--- src/sv/slt_pkg.sv ---
// ----------------------------------------------------------------------------
// slt_pkg
// Types, character codes and classifiers shared by the line tokenizer.
// ----------------------------------------------------------------------------
package slt_pkg;

	typedef enum logic [2:0] {
		ST_START   = 3'd0,
		ST_WORD    = 3'd1,
		ST_QUOTE   = 3'd2,
		ST_UNQUOTE = 3'd3,
		ST_SPECIAL = 3'd4
	} lex_state_t;

	typedef enum logic [1:0] {
		K_BYTE  = 2'd0,
		K_END   = 2'd1,
		K_DONE  = 2'd2,
		K_ERROR = 2'd3
	} kind_t;

	localparam logic [7:0] CH_NUL   = 8'h00;
	localparam logic [7:0] CH_TAB   = 8'h09;
	localparam logic [7:0] CH_NL    = 8'h0A;
	localparam logic [7:0] CH_VT    = 8'h0B;
	localparam logic [7:0] CH_FF    = 8'h0C;
	localparam logic [7:0] CH_CR    = 8'h0D;
	localparam logic [7:0] CH_SPACE = 8'h20;
	localparam logic [7:0] CH_QUOTE = 8'h22;
	localparam logic [7:0] CH_LT    = 8'h3C;
	localparam logic [7:0] CH_GT    = 8'h3E;
	localparam logic [7:0] CH_PIPE  = 8'h7C;

	typedef struct packed {
		kind_t      kind;
		logic [7:0] token_byte;
		logic       last;
	} result_t;

	// up to two results per input beat; r0 goes out first
	typedef struct packed {
		logic [1:0] n;
		result_t    r0;
		result_t    r1;
	} lex_out_t;

	function automatic result_t mk_result(kind_t kind, logic [7:0] b);
		result_t r;
		r.kind       = kind;
		r.token_byte = (kind == K_BYTE) ? b : 8'h00;
		r.last       = 1'b0;
		return r;
	endfunction

	function automatic logic is_line_end(logic [7:0] c);
		return (c == CH_NL) || (c == CH_NUL);
	endfunction

	function automatic logic is_blank(logic [7:0] c);
		return (c == CH_SPACE) || (c == CH_TAB) || (c == CH_VT) ||
			(c == CH_FF) || (c == CH_CR);
	endfunction

	function automatic logic is_special(logic [7:0] c);
		return (c == CH_PIPE) || (c == CH_LT) || (c == CH_GT);
	endfunction

endpackage

--- src/sv/slt_lexer.sv ---
// ----------------------------------------------------------------------------
// slt_lexer
// Five-state lexer: lex state register plus next-state and result decode.
// ----------------------------------------------------------------------------
module slt_lexer (
	input  logic              clk,
	input  logic              arst_n,
	input  logic              step,
	input  logic [7:0]        ch,
	output slt_pkg::lex_out_t res
);
	import slt_pkg::*;

	lex_state_t state_q;
	lex_state_t state_d;
	result_t    r0;
	result_t    r1;
	logic [1:0] n;

	always_ff @(posedge clk or negedge arst_n) begin
		if (!arst_n) begin
			state_q <= ST_START;
		end else if (step) begin
			state_q <= state_d;
		end
	end

	always_comb begin
		state_d = state_q;
		r0      = mk_result(K_BYTE, 8'h00);
		r1      = mk_result(K_BYTE, 8'h00);
		n       = 2'd0;
		unique case (state_q)
			ST_WORD, ST_UNQUOTE: begin
				if (is_line_end(ch)) begin
					r0 = mk_result(K_END, 8'h00);
					r1 = mk_result(K_DONE, 8'h00);
					n = 2'd2;
					state_d = ST_START;
				end else if (is_blank(ch)) begin
					r0 = mk_result(K_END, 8'h00);
					n = 2'd1;
					state_d = ST_START;
				end else if (is_special(ch)) begin
					r0 = mk_result(K_END, 8'h00);
					r1 = mk_result(K_BYTE, ch);
					n = 2'd2;
					state_d = ST_SPECIAL;
				end else if (ch == CH_QUOTE) begin
					state_d = ST_QUOTE;
				end else begin
					r0 = mk_result(K_BYTE, ch);
					n = 2'd1;
					state_d = ST_WORD;
				end
			end
			ST_QUOTE: begin
				if (is_line_end(ch)) begin
					r0 = mk_result(K_ERROR, 8'h00);
					n = 2'd1;
					state_d = ST_START;
				end else if (ch == CH_QUOTE) begin
					state_d = ST_UNQUOTE;
				end else begin
					r0 = mk_result(K_BYTE, ch);
					n = 2'd1;
				end
			end
			ST_SPECIAL: begin
				if (is_line_end(ch)) begin
					r0 = mk_result(K_END, 8'h00);
					r1 = mk_result(K_DONE, 8'h00);
					n = 2'd2;
					state_d = ST_START;
				end else if (is_blank(ch)) begin
					r0 = mk_result(K_END, 8'h00);
					n = 2'd1;
					state_d = ST_START;
				end else if (is_special(ch)) begin
					r0 = mk_result(K_BYTE, ch);
					n = 2'd1;
				end else if (ch == CH_QUOTE) begin
					r0 = mk_result(K_END, 8'h00);
					n = 2'd1;
					state_d = ST_QUOTE;
				end else begin
					r0 = mk_result(K_END, 8'h00);
					r1 = mk_result(K_BYTE, ch);
					n = 2'd2;
					state_d = ST_WORD;
				end
			end
			default: begin
				if (is_line_end(ch)) begin
					r0 = mk_result(K_DONE, 8'h00);
					n = 2'd1;
					state_d = ST_START;
				end else if (is_blank(ch)) begin
					state_d = ST_START;
				end else if (ch == CH_QUOTE) begin
					state_d = ST_QUOTE;
				end else if (is_special(ch)) begin
					r0 = mk_result(K_BYTE, ch);
					n = 2'd1;
					state_d = ST_SPECIAL;
				end else begin
					r0 = mk_result(K_BYTE, ch);
					n = 2'd1;
					state_d = ST_WORD;
				end
			end
		endcase
		if (n == 2'd1) begin
			r0.last = 1'b1;
		end
		if (n == 2'd2) begin
			r1.last = 1'b1;
		end
		res.n  = n;
		res.r0 = r0;
		res.r1 = r1;
	end

`ifndef NO_ASSERTIONS
	a_pair_starts_with_end: assert property (@(posedge clk) disable iff (!arst_n)
		res.n == 2'd2 |-> res.r0.kind == K_END)
		else $error("two results without a leading end of token");
	a_line_end_to_start: assert property (@(posedge clk) disable iff (!arst_n)
		step && is_line_end(ch) |=> state_q == ST_START)
		else $error("line end did not return lexer to start");
	a_error_only_in_quote: assert property (@(posedge clk) disable iff (!arst_n)
		res.n != 2'd0 && res.r0.kind == K_ERROR |-> state_q == ST_QUOTE)
		else $error("quote error outside quoted text");
`endif

endmodule

--- src/sv/slt_out_buf.sv ---
// ----------------------------------------------------------------------------
// slt_out_buf
// Two-slot result register; sends the results of one beat one per cycle while m_tready is high.
// ----------------------------------------------------------------------------
module slt_out_buf (
	input  logic              clk,
	input  logic              arst_n,
	input  logic              load,
	input  slt_pkg::lex_out_t res,
	output logic              free,
	output logic              m_tvalid,
	input  logic              m_tready,
	output logic [7:0]        m_tdata,
	output logic [1:0]        m_tuser,
	output logic              m_tlast
);
	import slt_pkg::*;

	result_t    slot0_q;
	result_t    slot1_q;
	logic [1:0] rem_q;
	logic       pop;

	assign pop      = (rem_q != 2'd0) && m_tready;
	assign free     = (rem_q == 2'd0) || ((rem_q == 2'd1) && m_tready);
	assign m_tvalid = (rem_q != 2'd0);
	assign m_tdata  = slot0_q.token_byte;
	assign m_tuser  = slot0_q.kind;
	assign m_tlast  = slot0_q.last;

	always_ff @(posedge clk or negedge arst_n) begin
		if (!arst_n) begin
			rem_q <= 2'd0;
		end else if (load && res.n != 2'd0) begin
			rem_q <= res.n;
		end else if (pop) begin
			rem_q <= rem_q - 2'd1;
		end
	end

	always_ff @(posedge clk) begin
		if (load && res.n != 2'd0) begin
			slot0_q <= res.r0;
			slot1_q <= res.r1;
		end else if (pop) begin
			slot0_q <= slot1_q;
		end
	end

endmodule

--- src/sv/shell_line_tokenizer.sv ---
// ----------------------------------------------------------------------------
// shell_line_tokenizer
// Streaming shell command-line lexer: bytes in, token bytes and markers out.
// ----------------------------------------------------------------------------
// Slave side: one command-line byte per beat on s_tdata. 0x0A or 0x00 ends
// the line. Master side: one result per beat; m_tuser is the kind (token
// byte, end of token, line done, unmatched quote), m_tdata the token byte
// (zero for markers), m_tlast marks the last result of one input byte.
// An input beat is registered in the input stage, decoded there by the
// lexer, and its results are loaded into the result register and sent out.
// Throughput: one input byte per cycle while each byte gives one result
// at most and m_tready is high; a byte giving two results (token boundary)
// holds the input until its first result has drained from the register.
// Bytes that give no result (whitespace at start, most quotes) load nothing.
// Reset clears the lexer to start and empties both stages.
// When the receiver stalls, the result register holds and the input stage
// fills; s_tready drops once both are occupied.
// ----------------------------------------------------------------------------
module shell_line_tokenizer (
	input  logic       clk,
	input  logic       arst_n,
	input  logic       s_tvalid,
	output logic       s_tready,
	input  logic [7:0] s_tdata,   // [7:0] ch
	output logic       m_tvalid,
	input  logic       m_tready,
	output logic [7:0] m_tdata,   // [7:0] token_byte
	output logic [1:0] m_tuser,   // [1:0] kind
	output logic       m_tlast
);
	import slt_pkg::*;

	logic       valid_s1;
	logic [7:0] ch_s1;
	logic       free;
	logic       advance;
	lex_out_t   res;

	assign advance  = valid_s1 && free;
	assign s_tready = !valid_s1 || free;

	always_ff @(posedge clk or negedge arst_n) begin
		if (!arst_n) begin
			valid_s1 <= 1'b0;
		end else if (s_tvalid && s_tready) begin
			valid_s1 <= 1'b1;
		end else if (advance) begin
			valid_s1 <= 1'b0;
		end
	end

	always_ff @(posedge clk) begin
		if (s_tvalid && s_tready) begin
			ch_s1 <= s_tdata;
		end
	end

	slt_lexer u_lexer (
		.clk    (clk),
		.arst_n (arst_n),
		.step   (advance),
		.ch     (ch_s1),
		.res    (res)
	);

	slt_out_buf u_out_buf (
		.clk      (clk),
		.arst_n   (arst_n),
		.load     (advance),
		.res      (res),
		.free     (free),
		.m_tvalid (m_tvalid),
		.m_tready (m_tready),
		.m_tdata  (m_tdata),
		.m_tuser  (m_tuser),
		.m_tlast  (m_tlast)
	);

endmodule
--- config.mk ---
export PLATFORM = sky130hd
export DESIGN_NAME = shell_line_tokenizer
export DESIGN_NICKNAME = d
export VERILOG_FILES = /design/src/sv/slt_pkg.sv /design/src/sv/slt_lexer.sv /design/src/sv/slt_out_buf.sv /design/src/sv/shell_line_tokenizer.sv
export SDC_FILE = /design/constraint.sdc
export NUM_CORES = 1
export LEC_CHECK = 0
export ABC_AREA = 1
export BUFFER_PORTS_ARGS = -buffer_cell sky130_fd_sc_hd__buf_4
export CORE_AREA = 2 2 67 69
export DETAILED_ROUTE_END_ITERATION = 8
export DIE_AREA = 0 0 69 71
export GPL_TIMING_DRIVEN = 0
export PLACE_DENSITY = 0.81
export SLEW_MARGIN = 10
export SYNTH_ARGS = -nofsm -noshare
export SYNTH_HDL_FRONTEND = slang
export SYNTH_HIERARCHICAL = 1
export SYNTH_SLANG_ARGS = --single-unit
--- constraint.sdc ---
create_clock -name clk -period 2.1 [get_ports clk]
set_clock_uncertainty 0.1 [all_clocks]
set_input_delay 0.42 -clock clk [delete_from_list [all_inputs] [get_ports clk]]
set_output_delay 0.42 -clock clk [all_outputs]
set_load 0.02 [all_outputs]
Yosys cells after proc, flatten, opt, wreduce, memory -nomap -nowiden
Index checks and enable logic that the tools add are counted.
Word-level totals
  input port bits: 12
  ROM bits: 0
  flip-flop bits (word level): 36
  latch bits: 0
  memories kept: 0
  logic and storage cells: 104
  bits in writable memories: 0
Operators by class
  $lt $le $gt $ge: 0
  eq/ne operators: 19
  bitwise operators: 0
  shift-type cells: 0
  reductions and logical operators: 23
  add/subtract/negate cells: 1
  multiply operators: 0
  div/mod/pow operators: 0
  mux-type cells: 51
Operators with widths (number)
  11-bit two-way mux: 13
  8-bit by 4-bit == test with 1-bit output, second input constant: 5
  3-bit two-way mux: 12
  9-bit two-way mux: 4
  11-bit one-hot mux with 3 select lines: 1
  8-bit by 6-bit == test with 1-bit output, second input constant: 4
  2-bit two-way mux: 11
  11-bit one-hot mux with 2 select lines: 1
  10-bit two-way mux: 1
  1-bit logical OR: 9
  3-bit one-hot mux with 3 select lines: 1
  8-bit by 7-bit == test with 1-bit output, second input constant: 1
  8-bit logical NOT: 1
  2-bit nonzero test: 4
  3-bit by 2-bit == test with 1-bit output, second input constant: 2
  1-bit two-way mux: 6
  2-bit one-hot mux with 3 select lines: 1
  1-bit logical AND: 5
  2-bit by 1-bit == test with 1-bit output, second input constant: 2
  4-bit by 3-bit != test with 1-bit output, second input constant: 1
  3-bit by 1-bit == test with 1-bit output, second input constant: 1
  3-bit == test, second input constant: 1
  3-bit by 1-bit != test with 1-bit output, second input constant: 1
  3-bit AND reduction: 1
  other kinds (5): 5

Longest topological paths before layout
Gate-level depths: netlist of the first run.
  depth after elaboration: 11
  mapped depth: 15

Cells and area by module
Netlist of the first run, hierarchy kept.
By module, submodules not included
  slt_out_buf: area an instance 1008.5 µm², cells each 82, times used 1
  slt_lexer: area an instance 813.3 µm², cells each 155, times used 1
  shell_line_tokenizer: area an instance 292.8 µm², cells each 16, times used 1

Worst setup path after synthesis of the first run
Ideal clock, no wire load.
  path type: flip-flop to flip-flop
  from: reg ch_s1[6]
  to: reg u_out_buf.slot0_q, in the netlist u_out_buf/m_tdata[0], enable pin
  path slack: -0.087 ns
  stages on the path, launching flop included: 11
  clock period less this slack: 2.187 ns
  data arrival time: 1.719 ns
  library setup time: 0.368 ns
  required time: 1.632 ns
  cells stage by stage: edfxtp_1 -> inv_1 -> nand2_1 -> nor2_1 -> nand2_1 -> nand2_2 -> nor2_1 -> o21ai_1 -> nand3_1 -> nand2_2 -> nand3_1
RTL lines
  start, declared: line shell_line_tokenizer.sv:34  | logic [7:0] ch_s1;
  start signal, assigned: line shell_line_tokenizer.sv:54  | ch_s1 <= s_tdata;
  end signal, assigned: line slt_out_buf.sv:43  | slot0_q <= res.r0;
  end signal, assigned: line slt_out_buf.sv:46  | slot0_q <= slot1_q;
  end, declared: line slt_out_buf.sv:19  | result_t slot0_q;

==> impl_metrics.py, run 1 <==
metrics = {
    "clock_tree": {
        "cts.clk_slew.worst_paths_ns": 0.07,
        "insertion_delay_ns": 0.29,
        "cts_tree": "done",
        "cts_buffers": 5,
        "cts-root-buf": "clkbuf_8",
        "cts_buffer_depth": 2,
        "cts_max_level": 2,
        "cts_num_sinks": 36,
    },
    "routing": {
        "routed_via_density": 5.42,
        "firstDrtPassIters": 7,
        "drc": 0,
        "via_count": 2081,
        "wire_per_inst_um": 15.4,
        "drt_iter0_markers": 157,
        "postRouteWirelength_um": 5910,
        "detail-route-antenna-nets": 0,
    },
    "sta": {
        "slew_violations": 0,
        "fin_ws_ns": -0.159,
        "clock.fmax_mhz": 443,
        "min_period_over_period": 1.08,
        "maxSlewHeadroom": 0.657,
        "hold_ws_ns": 0.206,
        "fin_crit_ns": 2.26,
        "setup_viol": 35,
        "worst_pin_slew_ns": 0.514,
        "grt_setup_unrepaired": "true",
        "final_hold_viol_count": 0,
    },
    "setup_path": {
        "path_class": "reg -> reg",
        "path_cells": "nor2_2 -> nand2_1 -> o21ai_2 -> nand2_2 -> nand2_2 -> nor2_4 -> inv_2 -> nand2_2 -> nand3_2 -> nand2_4 -> buf_6 -> buf_8 -> nand3_2 -> nand2_1",
        "critical_path.max_stage_delay_ns": 0.51,
        "r2r_slack_ns": -0.16,
        "worst_setup_path_end_kind": "flop",
        "cp-start-kind": "flop",
        "slowest_stage": "edfxtp_1",
        "arrival_ns": 2.21,
        "cpMostUsedCell": "nand2_2",
        "cp.required_ns": 2.05,
        "crit_path_max_fanout": 5,
    },
    "yosys": {
        "syn_area_per_cell_sq_um": 8.36,
        "netlist_area_sq_um": 2110,
        "synth_top_area_share": 0.426,
        "yosys.area_share.simple": 0.349,
        "syn_nets": 267,
        "synth_area_leader_cell": "edfxtp_1",
        "synthAdderAreaFrac": 0.0118,
        "netlist_instances": 253,
        "synth_compound_area_frac": 0.0462,
        "ys_warn_count": 6,
        "ys_ff_latch": 36,
        "synth_mux_area_frac": 0,
        "synthXorXnorAreaFrac": 0,
        "yosys.cell_types.count": 30,
        "synth_top_family_by_area": "simple AND/OR/NAND/NOR gates",
        "yosys-top-cells-area": "edfxtp_1 (43%), nand2_1 (14%), nand3_1 (7.3%)",
        "seq_area_frac_synth": 0.497,
    },
    "global_route": {
        "grt_max_degree": 12,
        "track_usage": 0.234,
        "gr-total-overflow": 0,
        "grt_pass1_vias": 1993,
        "antenna_found_initial": 0,
        "grt_pass1_wl_um": 9090,
    },
    "power": {
        "clockPowerShare": 0.145,
        "power_density_nw_per_um2": 1340,
        "combPwrFrac": 0.549,
        "pwr-share-seq": 0.306,
        "cellLeakagePower_nw": 1.50,
        "total_power_mw": 4.13,
        "ir_drop_mv": 0.557,
        "switchingPower_mw": 1.63,
        "switching_share": 0.395,
        "p_int_mw": 2.50,
    },
    "die": {
        "die_y_um": 71,
        "io_pins": 25,
        "dieArea_sq_um": 4900,
        "design.core.area_sq_um": 4200,
        "initial_core_util": 0.503,
        "fp-row-count": 24,
        "die_w_um": 69,
    },
    "placement": {
        "portBuffers": 24,
        "placed_cells": 329,
        "placed_cell_area_sq_um": 2360,
        "gp_congestion": 0.921,
        "dp_hpwl_um": 3220,
    },
    "flow_run": {
        "maxCapViolations": 0,
    },
    "layout": {
        "n_antenna_cell": 0,
        "layout.nets": 345,
        "layout-drive-gt1-share": 0.452,
        "instances_no_fill": 384,
        "final_common_cell": "nand2_1",
        "area_growth_syn_to_layout_pct": 45.4,
        "layout_common_cells": "nand2_1 (67), buf_4 (64), edfxtp_1 (30), nand3_1 (22), nand2_2 (18)",
        "fin_util": 0.732,
        "final_area_sq_um": 3080,
    },
    "worst_hold_path": {
        "min_path_type": "in -> reg",
    },
    "status": {
        "status": "finished, violations left",
        "violations": "negative setup slack",
    },
}
-- critical path, delay by kind of cell, from the launching register on --
family	cells	cell delay (ns)
compound gates	1	0.08
buf+inv	3	0.36
flops	1	0.51
simple gates	10	0.98
-- metrics by stage --
stage	TNS, ns	setup WS [ns]
6_report	-3.57	-0.159
5_1_grt	-6.21	-0.230
4_1_cts	-0.180	-0.0201
3_5_place_dp	-8.72	-0.314
3_3_place_gp	-7.59	-0.271
2_1_floorplan	0	0.0391
-- cells by family (layout without fill, tap and decap cells) --
group	count (synthesis)	after routing
adder cells (fa/ha/maj)	2	2
buffers and inverters	39	117
AO/OA/AOI/OAI	16	16
AND/OR/NAND/NOR	159	160
flip-flops	36	36
other	1	1
-- cells in the mapped netlist --
cell,instances
o211ai_1,2
buf_2,1
dfrtp_1,6
buf_4,2
o2111ai_1,2
nor2_1,23
nand2_4,2
a31oi_1,1
nand3_4,1
conb_1,1
a21oi_1,2
nor2_2,1
nand2_2,6
ha_1,2
inv_2,5
nor3_1,2
nand4_1,8
buf_6,3
nand3_1,31
o21ai_0,5
o21ai_2,1
nor2_4,2
buf_12,1
nor3_4,1
o21ai_1,3
nand3_2,1
clkinv_4,1
nand2_1,81
edfxtp_1,30
inv_1,26
-- flip-flops by register name (all words and copies together) (netlist names) --
signal,cells
u_lexer/state_q,3
valid_s1,1
u_out_buf/m_tdata,8
u_out_buf/rem_q,2
u_out_buf/slot1_q,11
u_out_buf/m_tuser,2
ch_s1,8
u_out_buf/m_tlast,1
-- worst paths after layout --
| check | from | end | cells after the start |
|---|---|---|---|
| hold reg to reg | u_lexer/state_q[1] | u_lexer/state_q[1] | 2 |
| hold / removal | s_tdata[3] | ch_s1[3] | 1 |
| setup / recovery | ch_s1[0] | u_out_buf/m_tdata[0] | 14 |
| setup reg to reg | ch_s1[0] | u_out_buf/m_tdata[0] | 14 |
| max in group asynchronous | arst_n | u_lexer/state_q[2] | 2 |
| min in group asynchronous | arst_n | u_lexer/state_q[0] | 2 |
-- final cells by class --
cell class / count / area (sq um)
clock inverter: 2 / 35.0
buffer: 7 / 81.3
timing repair buffer: 70 / 579
sequential: 36 / 1050
fill: 285 / 1130
inverter: 32 / 128
clock buffer: 6 / 72.6
tap: 52 / 65.1
multi-input combinational: 179 / 1060
-- repair_timing --
action,4_1_cts,5_1_grt
endpoints found under the hold margin,6,0
pin swaps,15,17
setup buffers,37,7
endpoints found under the setup margin,35,43
hold buffers,1,0
gates resized for setup,44,25
gates cloned,4,0
-- power groups by stage --
stage               clock [mW]  sequential (mW)  combinational (mW)
floorplan                    0             1.40               0.923
global placement             0             1.26                1.45
detailed placement           0             1.27                1.49
CTS                      0.607             1.25                2.07
global route             0.635             1.30                2.43
finish                   0.599             1.27                2.27
-- per-layer routing --
| layer | up-vias | global-route usage | part of all wire |
|---|---|---|---|
| met4 | 0 | 0.120 | 0.034 |
| met5 | - | 0 | 0 |
| met3 | 24 | 0.0313 | 0.065 |
| met1 | 954 | 0.269 | 0.38 |
| li1 | 992 | - | - |
| met2 | 111 | 0.427 | 0.52 |
Note: power is estimated with default switching activity, not from simulation.
==> run 2: changes to the inputs <==
--- a/config.mk
+++ b/config.mk
@@ -11,7 +11,7 @@
 export DETAILED_ROUTE_END_ITERATION = 8
 export DIE_AREA = 0 0 69 71
 export GPL_TIMING_DRIVEN = 0
-export PLACE_DENSITY = 0.81
+export PLACE_DENSITY = 0.74
 export SLEW_MARGIN = 10
 export SYNTH_ARGS = -nofsm -noshare
 export SYNTH_HDL_FRONTEND = slang
==> impl_metrics.py, run 2 (synthesis gave the netlist of run 1 again) <==
metrics = {
    "sta": {
        "worst_pin_slew_ns": 0.524,
        "slew_violations": 0,
        "maxSlewHeadroom": 0.651,
        "fin_ws_ns": -0.136,
        "clock.fmax_mhz": 447,
        "final_hold_viol_count": 0,
        "min_period_over_period": 1.06,
        "setup_viol": 35,
        "grt_setup_unrepaired": "true",
        "fin_crit_ns": 2.24,
    },
    "global_route": {
        "grt_pass1_wl_um": 7960,
        "grt_max_degree": 21,
        "antenna_found_initial": 0,
        "grt_pass1_vias": 1851,
        "gr-total-overflow": 0,
        "track_usage": 0.208,
    },
    "clock_tree": {
        "cts_max_level": 2,
        "insertion_delay_ns": 0.29,
        "cts_buffer_depth": 2,
        "cts_buffers": 5,
        "cts.clk_slew.worst_paths_ns": 0.07,
        "cts_tree": "done",
        "cts-root-buf": "clkbuf_8",
        "cts_num_sinks": 36,
    },
    "power": {
        "total_power_mw": 3.93,
        "power_density_nw_per_um2": 1350,
        "cellLeakagePower_nw": 1.43,
        "ir_drop_mv": 0.528,
    },
    "die": {
        "fp-row-count": 24,
        "die_y_um": 71,
        "design.core.area_sq_um": 4200,
        "dieArea_sq_um": 4900,
        "io_pins": 25,
        "initial_core_util": 0.503,
        "die_w_um": 69,
    },
    "layout": {
        "largest_reg_flops": 11,
        "layout_common_cells": "nand2_1 (77), buf_4 (49), edfxtp_1 (30), nand3_1 (27), inv_1 (19)",
        "nFillCells": 309,
        "seqCellArea_sq_um": 1050,
        "fin_util": 0.692,
        "largest-register": "u_out_buf/slot1_q",
        "layout.nets": 330,
        "n_antenna_cell": 0,
        "layout-drive-gt1-share": 0.363,
        "area_growth_syn_to_layout_pct": 37.5,
        "final_area_sq_um": 2910,
        "final_common_cell": "nand2_1",
        "multi_input_area_sq_um": 967,
    },
    "status": {
        "violations": "negative setup slack",
        "status": "finished, violations left",
    },
    "setup_path": {
        "cp_num_cells": 13,
        "r2r_slack_ns": -0.14,
        "arrival_ns": 2.18,
        "crit_path_max_fanout": 20,
        "cp.buffers_inverters": 3,
        "r2r_cells": 13,
        "path_cells": "nor2_2 -> buf_4 -> nand2_2 -> o21ai_2 -> nand2_2 -> buf_4 -> nand4_1 -> nand3_2 -> nand2_4 -> nand2_4 -> buf_12 -> nand2_1 -> nand2_1",
        "cp-start-kind": "flop",
        "crit_family": "simple AND/OR/NAND/NOR gates",
        "path_class": "reg -> reg",
        "cp.required_ns": 2.05,
        "critical_path.max_stage_delay_ns": 0.48,
        "worst_setup_path_end_kind": "flop",
        "slowest_stage": "edfxtp_1",
    },
    "worst_hold_path": {
        "min_path_type": "in -> reg",
        "hold_depth": 1,
    },
    "routing": {
        "drc": 0,
        "drt_iter0_markers": 119,
        "firstDrtPassIters": 4,
        "detail-route-antenna-nets": 0,
        "via_count": 1969,
        "wire_per_inst_um": 13.7,
        "postRouteWirelength_um": 5050,
        "routed_via_density": 5.34,
    },
    "flow_run": {
        "maxCapViolations": 0,
    },
    "placement": {
        "dp_hpwl_um": 3190,
        "gp_congestion": 0.893,
        "placed_cell_area_sq_um": 2360,
        "portBuffers": 24,
    },
}
==> run 2: cell types whose count changed in the layout (fill, tap and decap cells not counted), moves of 4 or more <==
cell / before / now
buf_4: 64 / 49
nand2_1: 67 / 77
nand2_2: 18 / 8
nand3_1: 22 / 27
nand3_2: 8 / 4
nor2_4: 8 / 4
==> run 2: worst reg2reg max path, cell delays in order, from the launching register on <==
cell and delay (ns):
edfxtp_1 0.48, nor2_2 0.18, buf_4 0.14, nand2_2 0.05, o21ai_2 0.05, nand2_2 0.12, buf_4 0.16, nand4_1 0.11
nand3_2 0.11, nand2_4 0.12, nand2_4 0.08, buf_12 0.16, nand2_1 0.07, nand2_1 0.05
==> run 2: per-stage QoR <==
| stage | cells | hold WS [ns] | TNS, ns | setup WS [ns] |
|---|---|---|---|---|
| after floorplan | 253 | 0.0244 | 0 | 0.0391 |
| final | 369 | 0.203 | -3.72 | -0.136 |
| after global routing | 369 | 0.195 | -6.76 | -0.229 |
| after global placement | 329 | 0.130 | -7.54 | -0.294 |
| after CTS | 361 | 0.197 | -0.787 | -0.0630 |
| after detailed placement | 329 | 0.132 | -8.34 | -0.324 |
==> run 2: cell type report <==
cell class | count | share of cell area
buffer | 7 | 0.0267
clock buffer | 5 | 0.0237
sequential | 36 | 0.361
multi-input combinational | 179 | 0.333
tap | 52 | 0.0224
inverter | 32 | 0.0456
clock inverter | 3 | 0.0310
timing repair buffer | 55 | 0.157
==> run 2: where the power goes <==
part           switching, mW  internal, mW  leakage [nW]
combinational           1.09         0.742         0.985
sequential             0.111          1.14         0.365
clock                  0.247         0.594        0.0784
==> run 2: repair_timing <==
item,4_1_cts,5_1_grt
pin swaps,9,6
hold buffers,1,0
endpoints found under the hold margin,6,0
gates resized for setup,26,12
endpoints found under the setup margin,35,43
gates cloned,1,0
buffers inserted,22,8
==> run 2: worst paths after layout <==
kind                                         start            endpoint
worst max register to register            ch_s1[0]   u_out_buf/m_tlast
min in group asynchronous                   arst_n            valid_s1
worst min register to register  u_lexer/state_q[1]  u_lexer/state_q[1]
worst min-delay path                    s_tdata[1]            ch_s1[1]
worst max-delay path                      ch_s1[0]   u_out_buf/m_tlast
max in group asynchronous                   arst_n  u_out_buf/rem_q[0]
==> run 2: layer usage <==
| layer | global-route usage | wire (um) |
|---|---|---|
| met5 | 0 | 0 |
| met4 | 0.163 | 304 |
| met3 | 0.0456 | 267 |
| met1 | 0.231 | 1990 |
| met2 | 0.349 | 2490 |
==> run 3: changes to the inputs <==
==> constraint.sdc (replaced) <==
create_clock -name clk -period 2.1 [get_ports clk]
set_clock_uncertainty 0.1 [all_clocks]
set_input_delay 0.42 -clock clk [delete_from_list [all_inputs] [get_ports clk]]
set_output_delay 0.42 -clock clk [all_outputs]
set_load 0.05 [all_outputs]
==> impl_metrics.py, run 3 (synthesis gave the netlist of run 1 again) <==
metrics = {
    "status": {
        "status": "finished, violations left",
        "violations": "negative setup slack",
    },
    "setup_path": {
        "path_class": "reg -> reg",
        "r2r-end": "u_out_buf/m_tlast",
        "cp-start-kind": "flop",
        "r2r_slack_ns": -0.14,
        "r2r-start": "ch_s1[0]",
        "arrival_ns": 2.18,
        "crit_path_max_fanout": 20,
        "r2r_cells": 13,
        "cp-startpoint": "ch_s1[0]",
        "cp-endpoint": "u_out_buf/m_tlast",
        "worst_setup_path_end_kind": "flop",
        "cp.required_ns": 2.05,
    },
    "clock_tree": {
        "cts.clk_slew.worst_paths_ns": 0.07,
        "cts-root-buf": "clkbuf_8",
        "insertion_delay_ns": 0.29,
        "cts_buffer_depth": 2,
        "cts_buffers": 5,
        "cts_max_level": 2,
        "cts_tree": "done",
        "cts_num_sinks": 36,
    },
    "sta": {
        "final_hold_viol_count": 0,
        "grt_setup_unrepaired": "true",
        "min_period_over_period": 1.06,
        "setup_viol": 35,
        "slew_violations": 0,
        "fin_ws_ns": -0.136,
        "worst_pin_slew_ns": 0.527,
        "clock.fmax_mhz": 447,
        "fin_crit_ns": 2.24,
        "maxSlewHeadroom": 0.648,
        "setup_tns_ns": -3.73,
    },
    "layout": {
        "layout.nets": 330,
        "largest-register": "u_out_buf/slot1_q",
        "fin_util": 0.693,
        "final_common_cell": "nand2_1",
        "area_growth_syn_to_layout_pct": 37.7,
        "largest_reg_flops": 11,
        "final_area_sq_um": 2910,
        "layout_common_cells": "nand2_1 (77), buf_4 (48), edfxtp_1 (30), nand3_1 (27), inv_1 (19)",
        "layout-drive-gt1-share": 0.363,
        "n_antenna_cell": 0,
    },
    "die": {
        "die_w_um": 69,
        "design.core.area_sq_um": 4200,
        "initial_core_util": 0.503,
        "io_pins": 25,
        "dieArea_sq_um": 4900,
        "die_y_um": 71,
        "fp-row-count": 24,
    },
    "routing": {
        "via_count": 1969,
        "detail-route-antenna-nets": 0,
        "drc": 0,
        "routed_via_density": 5.34,
        "postRouteWirelength_um": 5050,
        "drt_iter0_markers": 120,
        "wire_per_inst_um": 13.7,
        "firstDrtPassIters": 4,
    },
    "global_route": {
        "track_usage": 0.208,
        "grt_pass1_wl_um": 7960,
        "grt_max_degree": 21,
        "grt_pass1_vias": 1851,
        "antenna_found_initial": 0,
        "gr-total-overflow": 0,
    },
    "worst_hold_path": {
        "min_path_type": "in -> reg",
    },
    "placement": {
        "dp_hpwl_um": 3190,
        "gp_congestion": 0.893,
        "placed_cell_area_sq_um": 2360,
        "place_ws_ns": -0.324,
        "portBuffers": 24,
    },
    "flow_run": {
        "maxCapViolations": 0,
    },
    "power": {
        "cellLeakagePower_nw": 1.43,
        "power_density_nw_per_um2": 1460,
        "total_power_mw": 4.24,
        "ir_drop_mv": 0.535,
    },
}
==> run 3: cell types whose count changed in the layout (fill, tap and decap cells not counted) <==
| cell | previous run | this run |
|---|---|---|
| buf_6 | 8 | 9 |
| buf_4 | 49 | 48 |
==> run 3: worst min path at each step <==
stage,startpoint,to,cells after the start
2_1_floorplan,arst_n,u_lexer/state_q[0],0
3_3_place_gp,arst_n,u_lexer/state_q[1],1
3_5_place_dp,arst_n,valid_s1,1
4_1_cts,s_tdata[1],ch_s1[1],1
5_1_grt,s_tdata[5],ch_s1[5],1
6_report,s_tdata[1],ch_s1[1],1
==> run 3: stage by stage <==
| stage | instances | hold slack [ns] |
|---|---|---|
| 5_1_grt | 369 | 0.195 |
| 2_1_floorplan | 253 | 0.0244 |
| 3_5_place_dp | 329 | 0.132 |
| 4_1_cts | 361 | 0.197 |
| 6_report | 369 | 0.203 |
| 3_3_place_gp | 329 | 0.130 |
==> run 3: worst max-delay path: stages, from the launching register on <==
cell	delay, ns
edfxtp_1	0.48
nor2_2	0.18
buf_4	0.14
nand2_2	0.05
o21ai_2	0.05
nand2_2	0.12
buf_4	0.16
nand4_1	0.11
nand3_2	0.11
nand2_4	0.12
nand2_4	0.08
buf_12	0.16
nand2_1	0.07
nand2_1	0.05
==> run 3: where the power goes <==
group          switching (mW)  total (mW)  internal, mW  leakage, nW
logic                    1.39        2.15         0.754        0.986
registers               0.111        1.26          1.14        0.365
clock network           0.246       0.840         0.594       0.0784
total                    1.75        4.24          2.49         1.43
==> run 3: timing repair <==
action,CTS,global route
setup endpoints to repair,35,44
resized for setup,26,13
buffers inserted,22,8
cloned,1,0
hold buffers,1,0
endpoints found under the hold margin,6,0
pin swaps,9,6
==> run 3: metal layers <==
metal | track usage | up-vias | part of all wire | wire length, um
met3 | 0.0456 | 24 | 0.053 | 267
met1 | 0.231 | 904 | 0.40 | 2000
met2 | 0.349 | 74 | 0.49 | 2480
met4 | 0.163 | 0 | 0.060 | 304
li1 | - | 967 | - | -
met5 | 0 | - | 0 | 0
==> run 3: cell type report <==
class                      instances  area (sq um)
clock inverter                     3          90.1
clock buffer                       5          68.8
buffer                             7          77.6
timing repair buffer              55           459
fill                             307          1290
tap                               52          65.1
inverter                          32           133
multi-input combinational        179           967
sequential                        36          1050
